--- src/rtl/dqr_pkg.sv ---
// Shared types and constants for the DNS query responder.
// Depends on nothing; used by every module of the block.
`default_nettype none
package dqr_pkg;

    typedef enum logic [2:0] {
        PH_HEADER  = 3'd0,
        PH_NAME    = 3'd1,
        PH_POINTER = 3'd2,
        PH_TAIL    = 3'd3,
        PH_SKIP    = 3'd4
    } t_phase;

    localparam logic [1:0] ST_MORE    = 2'd0;
    localparam logic [1:0] ST_DONE    = 2'd1;
    localparam logic [1:0] ST_DISCARD = 2'd2;

    // configuration register indexes
    localparam logic CFG_ADDRESS = 1'b0;
    localparam logic CFG_TTL     = 1'b1;

    localparam logic [31:0] ADDRESS_RESET = 32'hC0A8_0401;
    localparam logic [31:0] TTL_RESET     = 32'd60;

    localparam logic [7:0] PTR_HI_BYTE   = 8'hC0;
    localparam logic [7:0] PTR_LO_BYTE   = 8'h0C;
    localparam logic [7:0] REPLY_FLAGS   = 8'h80;
    localparam logic [2:0] TAIL_BYTES    = 3'd4;

    // command queue between parser and emitter
    localparam int CMDQ_DEPTH = 4;
    localparam int CMDQ_AW    = 2;

    typedef struct packed {
        logic [7:0] data;
        logic       present;
        logic [1:0] status;
        logic       answer;   // emit data, then the 16-byte A answer
    } t_cmd;

endpackage
`default_nettype wire

--- src/rtl/dqr_parser.sv ---
// Front end: accepts query bytes, walks header and QNAME, issues commands.
// Depends on dqr_pkg.
`default_nettype none
module dqr_parser #(
    parameter int MAX_QUERY_BYTES = 256
) (
    input  wire              i_clk,
    input  wire              i_rst_n,
    input  wire              i_accept,
    input  wire  [7:0]       i_data_byte,
    input  wire              i_last_byte,
    output logic             o_push,
    output dqr_pkg::t_cmd    o_cmd
);
    localparam int PW = $clog2(MAX_QUERY_BYTES + 1);
    localparam logic [PW-1:0] MAX_POS = PW'(MAX_QUERY_BYTES);

    logic [PW-1:0]    r_pos, n_pos;
    dqr_pkg::t_phase  r_phase, n_phase;
    logic [7:0]       r_label, n_label;
    logic [2:0]       r_tail, n_tail;
    logic             r_chn, n_chn;

    always_ff @(posedge i_clk) begin
        if (!i_rst_n) begin
            r_pos   <= '0;
            r_phase <= dqr_pkg::PH_HEADER;
            r_label <= '0;
            r_tail  <= dqr_pkg::TAIL_BYTES;
            r_chn   <= 1'b0;
        end else begin
            r_pos   <= n_pos;
            r_phase <= n_phase;
            r_label <= n_label;
            r_tail  <= n_tail;
            r_chn   <= n_chn;
        end
    end

    always_comb begin
        logic       restart;
        logic       handled;
        logic       drop;
        logic [7:0] rb;
        restart = 1'b0;
        handled = 1'b0;
        drop    = 1'b0;
        rb      = i_data_byte;
        n_pos   = r_pos;
        n_phase = r_phase;
        n_label = r_label;
        n_tail  = r_tail;
        n_chn   = r_chn;
        o_push  = 1'b0;
        o_cmd   = '{data: 8'h00, present: 1'b0, status: dqr_pkg::ST_DISCARD, answer: 1'b0};

        if (i_accept) begin
            if (r_phase == dqr_pkg::PH_SKIP) begin
                restart = i_last_byte;
            end else if (r_pos >= MAX_POS) begin
                drop = 1'b1;
            end else begin
                n_pos = r_pos + PW'(1);
                case (r_phase)
                    dqr_pkg::PH_HEADER: begin
                        case (r_pos)
                            PW'(0), PW'(1): rb = i_data_byte;
                            PW'(2): begin
                                rb = dqr_pkg::REPLY_FLAGS;
                                drop = i_data_byte[7];   // response bit set
                            end
                            PW'(3): rb = dqr_pkg::REPLY_FLAGS;
                            PW'(4): begin
                                n_chn = (i_data_byte != 8'h00);
                                rb = 8'h00;
                            end
                            PW'(5): begin
                                rb = 8'h01;
                                drop = !r_chn && (i_data_byte == 8'h00);
                            end
                            PW'(6): rb = 8'h00;
                            PW'(7): rb = 8'h01;
                            PW'(11): begin
                                rb = 8'h00;
                                n_phase = dqr_pkg::PH_NAME;
                            end
                            default: rb = 8'h00;
                        endcase
                    end
                    dqr_pkg::PH_NAME: begin
                        if (r_label != 8'h00) begin
                            n_label = r_label - 8'd1;
                        end else if (i_data_byte >= dqr_pkg::PTR_HI_BYTE) begin
                            n_phase = dqr_pkg::PH_POINTER;
                        end else if (i_data_byte == 8'h00) begin
                            n_phase = dqr_pkg::PH_TAIL;
                        end else begin
                            n_label = i_data_byte;
                        end
                    end
                    dqr_pkg::PH_POINTER: n_phase = dqr_pkg::PH_TAIL;
                    dqr_pkg::PH_TAIL: begin
                        n_tail = r_tail - 3'd1;
                        if (n_tail == 3'd0) begin
                            // last QCLASS byte: echo it, then the answer burst
                            handled = 1'b1;
                            o_push  = 1'b1;
                            o_cmd   = '{data: i_data_byte, present: 1'b1,
                                        status: dqr_pkg::ST_MORE, answer: 1'b1};
                            if (i_last_byte) begin
                                restart = 1'b1;
                            end else begin
                                n_phase = dqr_pkg::PH_SKIP;
                            end
                        end
                    end
                    default: ;
                endcase

                if (!drop && !handled) begin
                    o_push = 1'b1;
                    if (i_last_byte) begin
                        restart = 1'b1;   // early end: bare discard
                    end else begin
                        o_cmd = '{data: rb, present: 1'b1,
                                  status: dqr_pkg::ST_MORE, answer: 1'b0};
                    end
                end
            end

            if (drop) begin
                o_push = 1'b1;
                o_cmd  = '{data: 8'h00, present: 1'b0,
                           status: dqr_pkg::ST_DISCARD, answer: 1'b0};
                if (i_last_byte) begin
                    restart = 1'b1;
                end else begin
                    n_phase = dqr_pkg::PH_SKIP;
                end
            end
        end

        if (restart) begin
            n_pos   = '0;
            n_phase = dqr_pkg::PH_HEADER;
            n_label = '0;
            n_tail  = dqr_pkg::TAIL_BYTES;
            n_chn   = 1'b0;
        end
    end

endmodule
`default_nettype wire

--- src/rtl/dqr_cmd_queue.sv ---
// Small command queue between parser and emitter.
// Depends on dqr_pkg.
`default_nettype none
module dqr_cmd_queue (
    input  wire              i_clk,
    input  wire              i_rst_n,
    input  wire              i_push,
    input  dqr_pkg::t_cmd    i_cmd,
    input  wire              i_pop,
    output dqr_pkg::t_cmd    o_cmd,
    output logic             o_full,
    output logic             o_empty
);
    localparam int AW = dqr_pkg::CMDQ_AW;
    localparam int CW = dqr_pkg::CMDQ_AW + 1;

    dqr_pkg::t_cmd                   r_mem [dqr_pkg::CMDQ_DEPTH];
    logic [dqr_pkg::CMDQ_AW-1:0]     r_wr, r_rd;
    logic [CW-1:0]                   r_cnt;
    logic                            push_ok, pop_ok;

    assign o_full  = (r_cnt == CW'(dqr_pkg::CMDQ_DEPTH));
    assign o_empty = (r_cnt == '0);
    assign push_ok = i_push && !o_full;
    assign pop_ok  = i_pop && !o_empty;
    assign o_cmd   = r_mem[r_rd];

    always_ff @(posedge i_clk) begin
        if (push_ok) begin
            r_mem[r_wr] <= i_cmd;
        end
    end

    always_ff @(posedge i_clk) begin
        if (!i_rst_n) begin
            r_wr  <= '0;
            r_rd  <= '0;
            r_cnt <= '0;
        end else begin
            if (push_ok) r_wr <= r_wr + AW'(1);
            if (pop_ok)  r_rd <= r_rd + AW'(1);
            r_cnt <= r_cnt + CW'(push_ok) - CW'(pop_ok);
        end
    end

endmodule
`default_nettype wire

--- src/rtl/dqr_emitter.sv ---
// Back end: drains commands, expands the A answer, holds config and output reg.
// Depends on dqr_pkg.
`default_nettype none
module dqr_emitter (
    input  wire              i_clk,
    input  wire              i_rst_n,
    input  wire              i_cfg_we,
    input  wire              i_cfg_index,
    input  wire  [31:0]      i_cfg_data,
    input  dqr_pkg::t_cmd    i_cmd,
    input  wire              i_empty,
    output logic             o_pop,
    input  wire              i_out_stall,
    output logic             o_out_valid,
    output logic [7:0]       o_reply_byte,
    output logic             o_byte_present,
    output logic [1:0]       o_reply_status
);
    logic [31:0] r_addr, r_ttl;
    logic [4:0]  r_cnt;        // 0: idle, 1..16: next answer byte is r_cnt-1
    logic        r_valid;
    logic [7:0]  r_byte;
    logic        r_present;
    logic [1:0]  r_status;
    logic        adv, burst;
    logic [3:0]  idx;
    logic [7:0]  ans;

    always_ff @(posedge i_clk) begin
        if (!i_rst_n) begin
            r_addr <= dqr_pkg::ADDRESS_RESET;
            r_ttl  <= dqr_pkg::TTL_RESET;
        end else if (i_cfg_we) begin
            if (i_cfg_index == dqr_pkg::CFG_ADDRESS) r_addr <= i_cfg_data;
            if (i_cfg_index == dqr_pkg::CFG_TTL)     r_ttl  <= i_cfg_data;
        end
    end

    assign adv   = !r_valid || !i_out_stall;
    assign burst = (r_cnt != 5'd0);
    assign idx   = 4'(r_cnt - 5'd1);
    assign o_pop = adv && !burst && !i_empty;

    always_comb begin
        case (idx)
            4'd0:    ans = dqr_pkg::PTR_HI_BYTE;
            4'd1:    ans = dqr_pkg::PTR_LO_BYTE;
            4'd2:    ans = 8'h00;
            4'd3:    ans = 8'h01;   // TYPE A
            4'd4:    ans = 8'h00;
            4'd5:    ans = 8'h01;   // CLASS IN
            4'd6:    ans = r_ttl[31:24];
            4'd7:    ans = r_ttl[23:16];
            4'd8:    ans = r_ttl[15:8];
            4'd9:    ans = r_ttl[7:0];
            4'd10:   ans = 8'h00;
            4'd11:   ans = 8'h04;   // RDLENGTH
            4'd12:   ans = r_addr[31:24];
            4'd13:   ans = r_addr[23:16];
            4'd14:   ans = r_addr[15:8];
            default: ans = r_addr[7:0];
        endcase
    end

    always_ff @(posedge i_clk) begin
        if (!i_rst_n) begin
            r_valid <= 1'b0;
            r_cnt   <= '0;
        end else if (adv) begin
            if (burst) begin
                r_valid <= 1'b1;
                r_cnt   <= (r_cnt == 5'd16) ? 5'd0 : r_cnt + 5'd1;
            end else if (!i_empty) begin
                r_valid <= 1'b1;
                r_cnt   <= i_cmd.answer ? 5'd1 : 5'd0;
            end else begin
                r_valid <= 1'b0;
            end
        end
    end

    always_ff @(posedge i_clk) begin
        if (adv) begin
            if (burst) begin
                r_byte    <= ans;
                r_present <= 1'b1;
                r_status  <= (idx == 4'd15) ? dqr_pkg::ST_DONE : dqr_pkg::ST_MORE;
            end else begin
                r_byte    <= i_cmd.data;
                r_present <= i_cmd.present;
                r_status  <= i_cmd.status;
            end
        end
    end

    assign o_out_valid    = r_valid;
    assign o_reply_byte   = r_byte;
    assign o_byte_present = r_present;
    assign o_reply_status = r_status;

endmodule
`default_nettype wire

--- src/rtl/dns_query_responder_core.sv ---
// DNS query responder: forges an A-record reply from a streamed query.
// Top level; instantiates dqr_parser, dqr_cmd_queue, dqr_emitter (dqr_pkg).
//
// Usage:
//  - Input channel: one query byte per transaction (i_data_byte, i_last_byte
//    on the final byte), qualified by i_in_valid, held off by o_in_stall.
//  - Output channel: one result per transaction (o_reply_byte,
//    o_byte_present, o_reply_status), qualified by o_out_valid, held off by
//    i_out_stall. Status: more follows, reply complete, or discard.
//  - Config: i_cfg_we writes i_cfg_data to answer_address (index 0) or
//    answer_ttl (index 1); write only while the block is idle.
//  - Path: an accepted byte's result is queued, then registered at the output.
//  - Throughput: one byte per cycle while o_in_stall is low. The last QCLASS
//    byte expands into 17 results in the emitter; the 4-entry command queue
//    absorbs part of that, then o_in_stall rises until the burst drains.
//  - Stall: i_out_stall freezes the output register; the queue then fills
//    and o_in_stall rises. o_in_stall depends only on queue occupancy.
//  - Reset (synchronous, active low): queue empty, parser at header start,
//    registers back to 192.168.4.1 and TTL 60.
`default_nettype none
module dns_query_responder_core #(
    parameter int MAX_QUERY_BYTES = 256
) (
    input  wire         i_clk,
    input  wire         i_rst_n,
    input  wire         i_in_valid,
    output logic        o_in_stall,
    input  wire  [7:0]  i_data_byte,
    input  wire         i_last_byte,
    output logic        o_out_valid,
    input  wire         i_out_stall,
    output logic [7:0]  o_reply_byte,
    output logic        o_byte_present,
    output logic [1:0]  o_reply_status,
    input  wire         i_cfg_we,
    input  wire         i_cfg_index,
    input  wire  [31:0] i_cfg_data
);
    logic           accept;
    logic           push, pop, full, empty;
    dqr_pkg::t_cmd  push_cmd, head_cmd;

    // input transaction completes only when the queue has room
    assign o_in_stall = full;
    assign accept     = i_in_valid && !full;

    dqr_parser #(
        .MAX_QUERY_BYTES (MAX_QUERY_BYTES)
    ) u_parser (
        .i_clk       (i_clk),
        .i_rst_n     (i_rst_n),
        .i_accept    (accept),
        .i_data_byte (i_data_byte),
        .i_last_byte (i_last_byte),
        .o_push      (push),
        .o_cmd       (push_cmd)
    );

    dqr_cmd_queue u_queue (
        .i_clk   (i_clk),
        .i_rst_n (i_rst_n),
        .i_push  (push),
        .i_cmd   (push_cmd),
        .i_pop   (pop),
        .o_cmd   (head_cmd),
        .o_full  (full),
        .o_empty (empty)
    );

    dqr_emitter u_emitter (
        .i_clk          (i_clk),
        .i_rst_n        (i_rst_n),
        .i_cfg_we       (i_cfg_we),
        .i_cfg_index    (i_cfg_index),
        .i_cfg_data     (i_cfg_data),
        .i_cmd          (head_cmd),
        .i_empty        (empty),
        .o_pop          (pop),
        .i_out_stall    (i_out_stall),
        .o_out_valid    (o_out_valid),
        .o_reply_byte   (o_reply_byte),
        .o_byte_present (o_byte_present),
        .o_reply_status (o_reply_status)
    );

endmodule
`default_nettype wire

--- config.mk ---
export PLATFORM = sky130hd
export DESIGN_NAME = dns_query_responder_core
export DESIGN_NICKNAME = d
export VERILOG_FILES = /design/src/rtl/dqr_pkg.sv /design/src/rtl/dqr_parser.sv /design/src/rtl/dqr_cmd_queue.sv /design/src/rtl/dqr_emitter.sv /design/src/rtl/dns_query_responder_core.sv
export SDC_FILE = /design/constraint.sdc
export NUM_CORES = 1
export LEC_CHECK = 0
export ABC_AREA = 0
export BUFFER_PORTS_ARGS = -buffer_cell sky130_fd_sc_hd__buf_2
export CAP_MARGIN = 20
export CORE_AREA = 5 5 145 147
export DETAILED_ROUTE_END_ITERATION = 8
export DIE_AREA = 0 0 150 152
export HOLD_SLACK_MARGIN = 0.08
export SLEW_MARGIN = 20
export SYNTH_ARGS = -nofsm -noshare
export SYNTH_HDL_FRONTEND = slang
export SYNTH_SLANG_ARGS = --single-unit
--- constraint.sdc ---
create_clock -name i_clk -period 2.7 [get_ports i_clk]
set_input_delay 0.27 -clock i_clk [delete_from_list [all_inputs] [get_ports i_clk]]
set_output_delay 0.27 -clock i_clk [all_outputs]
set_load 0.05 [all_outputs]
==> qor.yml <==
layout:
  n_fill_cell: 1954
  antenna_cells: 0
  final_nets: 960
  utilization_pct: 45.6
  drive_above_1_share_pct: 16.6
  multi_input_area_mm2: 0.00365
  area_growth_pct: 17.8
  ff_latch_area_mm2: 0.00371
  final_cells: 1178
synthesis:
  ys.flop_type: "dfxtp_1"
  synth_adder_area_share_pct: 3.04
  synth_xor_area_share_pct: 1.71
  yosysWarnings: 0
  synth-seq-cells: 158
  synth-simple-area-share_pct: 22.0
  syn_inst: 833
  avgSynthCellArea_um2: 9.20
  synth_top_family_by_area: "simple AND/OR/NAND/NOR gates"
  synth_compound_area_share_pct: 16.5
  yosys.area.top_type: "dfxtp_1"
  synth.top_cells.by_area: "dfxtp_1, edfxtp_1, nand2_1"
  yosysUniqueCellTypes: 75
  ys_seq_area_share_pct: 48.5
  synth_top_area_share_pct: 26.9
  synth_edf_count: 55
  muxShareOfSynthArea_pct: 4.05
  asyncSetResetFlopFracSynth_pct: 0
  netlist_area_mm2: 0.00766
  synth_fp_nets: 898
timing:
  rsz0062_at_grt: "no"
  maxClockFrequency_ghz: 0.385
  fin_crit_sh_pct: 96.3
  hold_viol: 0
  tightest_slew_ps: 768
  relSlewSlack_pct: 48.5
  fin_skew_ps: 8.20
  tns_ps: 0
  min_period_ps: 2600
  setup_ws_ps: 100
  finalMaxSlewViolations: 0
  setup_viol: 0
placement:
  portBuffers: 59
  dp.cells: 1139
  pre_cts_ws_ps: 112
  globalplace.congestion: 0.956
  hpwl_um: 14900
worst_setup_path:
  rrSetupSlack_ps: 100
  critPathMaxStageDelay_ps: 500
  endpoint_kind: "register"
  crit_slowest_cell: "or4b_1"
  crit_top_cell: "ha_1"
  critPathBufInv: 2
  critPathArrivalTime_ps: 2880
  cp_top_family: "adder cells"
  worstReg2RegEnd: "u_queue.r_cnt[2]"
  critical_path.cell_chain: "inv_1 -> ha_1 -> or4b_1 -> nor3b_4 -> ha_1 -> inv_1 -> ha_1 -> fa_2 -> xnor2_2 -> xnor2_1 -> nor2_1"
  r2r-start: "u_emitter.r_cnt[1]"
  start_kind: "register"
  reg2reg_depth: 11
  worstSetupPathType: "register to register"
  worst_ep_required_time_ps: 2980
  worstPathMaxFanout: 3
floorplan:
  rows: 52
  die-height_um: 152
  die_width_um: 150
  die-area_mm2: 0.0228
  start_util_pct: 38.7
  io_pins: 60
  core_mm2: 0.0198
cts:
  cts.sinks: 158
  path_clk_slew_ps: 60
  numCtsBuffers: 17
  insertion_delay_ps: 430
  htree_levels: 4
  cts.repair.resized: 0
  cts_tree: "built"
  cts_setup_buffers: 0
  clockBufferDepth: 2
  cts-root-buf: "clkbuf_16"
grt:
  antenna_found_initial: 0
  overflow: 0
  grt_pass1_wl_um: 33900
  track_usage_pct: 18.7
  grt_pass1_vias: 6223
  grt_max_degree: 66
routing:
  dr.first_iter.drc_count: 583
  drc_errors: 0
  viasPerCell: 5.52
  final_antenna_net_count: 0
  drtPass1Iterations: 8
  num_vias: 6508
  wl_um: 21000
  post_drt_wl_per_cell_um: 17.9
outcome:
  outcome: "completed"
hold_path:
  worstHoldStart: "i_cfg_data[3]"
  hold_depth: 3
  hp-class: "input pin to register"
  min_to: "u_emitter.r_ttl[3]"
job:
  cap_violations: 0
power:
  p_leak_nw: 3.38
  powerDensity_mw_per_mm2: 951
  ir_drop_v: 0.000526
[cells by family after synthesis]
| family | after synthesis |
|---|---|
| AOI/OAI and AO/OA | 192 |
| and+or+nand+nor | 355 |
| adders and majority gates | 18 |
| DFF | 158 |
| xor gates and xnor gates | 15 |
| buffers and inverters | 78 |
| muxes | 17 |
[metrics by stage]
stage | cell area, um^2 | total power [mW] | hold slack (ps)
after detailed placement | 8320 | 6.04 | 451
after global routing | 9020 | 9.03 | 84.3
after floorplan | 7690 | 5.10 | 342
after global placement | 8320 | 6.03 | 446
final | 9020 | 8.58 | 89.1
after CTS | 9020 | 8.61 | 80.6
[layout make-up]
cell class              instances  share of cell area, %
flip-flops and latches        158                   41.2
multi-input cells             597                   40.5
repair buffers                 97                   6.63
clock buffers                  19                   4.91
well taps                     270                   3.74
clock inverters                13                   2.08
inverters                      24                  0.998
[cell usage in the layout (no fill, tap or decap), types with 4 or more instances in the layout]
cell,count
a211oi_1,6
a21oi_1,76
a221oi_1,4
a22o_1,7
a22oi_1,9
a31oi_1,14
a41oi_1,5
and2_1,19
and3_1,6
and4_1,5
buf_2,59
buf_4,31
bufinv_16,4
clkbuf_16,17
dfxtp_1,103
dlygate4sd3_1,7
edfxtp_1,55
ha_1,17
inv_1,23
mux2i_1,4
mux4_2,11
nand2_1,171
nand2b_1,6
nand3_1,31
nand4_1,15
nor2_1,47
nor2b_1,5
nor3_1,18
o211ai_1,4
o21ai_0,21
o32ai_1,4
or3_1,5
xnor2_1,9
xor2_1,5
[routing by layer]
| layer | vias to the layer above | share of wire, % | track usage, % |
|---|---|---|---|
| met2 | 215 | 46 | 28.3 |
| met4 | 0 | 3.0 | 6.93 |
| met3 | 49 | 5.7 | 4.02 |
| met1 | 3110 | 46 | 26.3 |
| met5 | - | 0 | 0 |
| li1 | 3134 | - | - |
[report_power, final]
group / internal (mW) / switching, mW / total [mW]
combinational: 1.07 / 1.97 / 3.04
clock: 1.58 / 0.970 / 2.55
sequential: 2.82 / 0.175 / 3.00
[what timing repair did]
action / in CTS / in global routing
hold buffers: 7 / 0
hold endpoints to repair: 7 / 0
endpoints found under the setup margin: 0 / 1
[synthesized netlist by cell type, drive strengths merged (11+ instances only)]
| library cell | number |
|---|---|
| a21oi | 76 |
| clkbuf | 38 |
| a31oi | 14 |
| nand3 | 31 |
| ha | 17 |
| o21ai | 25 |
| nor2 | 47 |
| nand4 | 15 |
| nand2 | 171 |
| mux4 | 11 |
| and2 | 19 |
| dfxtp | 103 |
| edfxtp | 55 |
| nor3 | 18 |
| buf | 16 |
| inv | 24 |
[worst max-delay path by stage]
stage	startpoint	end	slack (ps)	cells after the start
2_1_floorplan	u_emitter.r_cnt[0]	u_queue.r_cnt[2]	30	13
3_3_place_gp	u_emitter.r_cnt[1]	u_queue.r_cnt[2]	180	11
3_5_place_dp	u_emitter.r_cnt[1]	u_queue.r_cnt[2]	110	11
4_1_cts	u_emitter.r_cnt[1]	u_queue.r_cnt[2]	70	11
5_1_grt	u_emitter.r_cnt[1]	u_queue.r_cnt[2]	10	11
6_report	u_emitter.r_cnt[1]	u_queue.r_cnt[2]	100	11
[registers in the layout, summed over array words and instances (netlist names), named ones only]
signal,count
u_queue.r_rd,2
u_parser.r_label,8
u_emitter.r_addr,32
u_parser.r_pos,9
u_queue.r_wr,2
u_emitter.r_ttl,32
u_parser.r_chn,1
u_parser.r_tail,3
u_emitter.o_out_valid,1
u_queue.r_cnt,3
u_emitter.r_cnt,5
u_emitter.o_reply_status,2
u_queue.r_mem,44
u_parser.r_phase,3
u_emitter.o_reply_byte,8
u_emitter.o_byte_present,1
[tightest hold or removal path, cell delays in order]
cell     delay (ps)
buf_2            80
nand2_1          50
nand3_1          70
(Power assumes the default switching activity.)
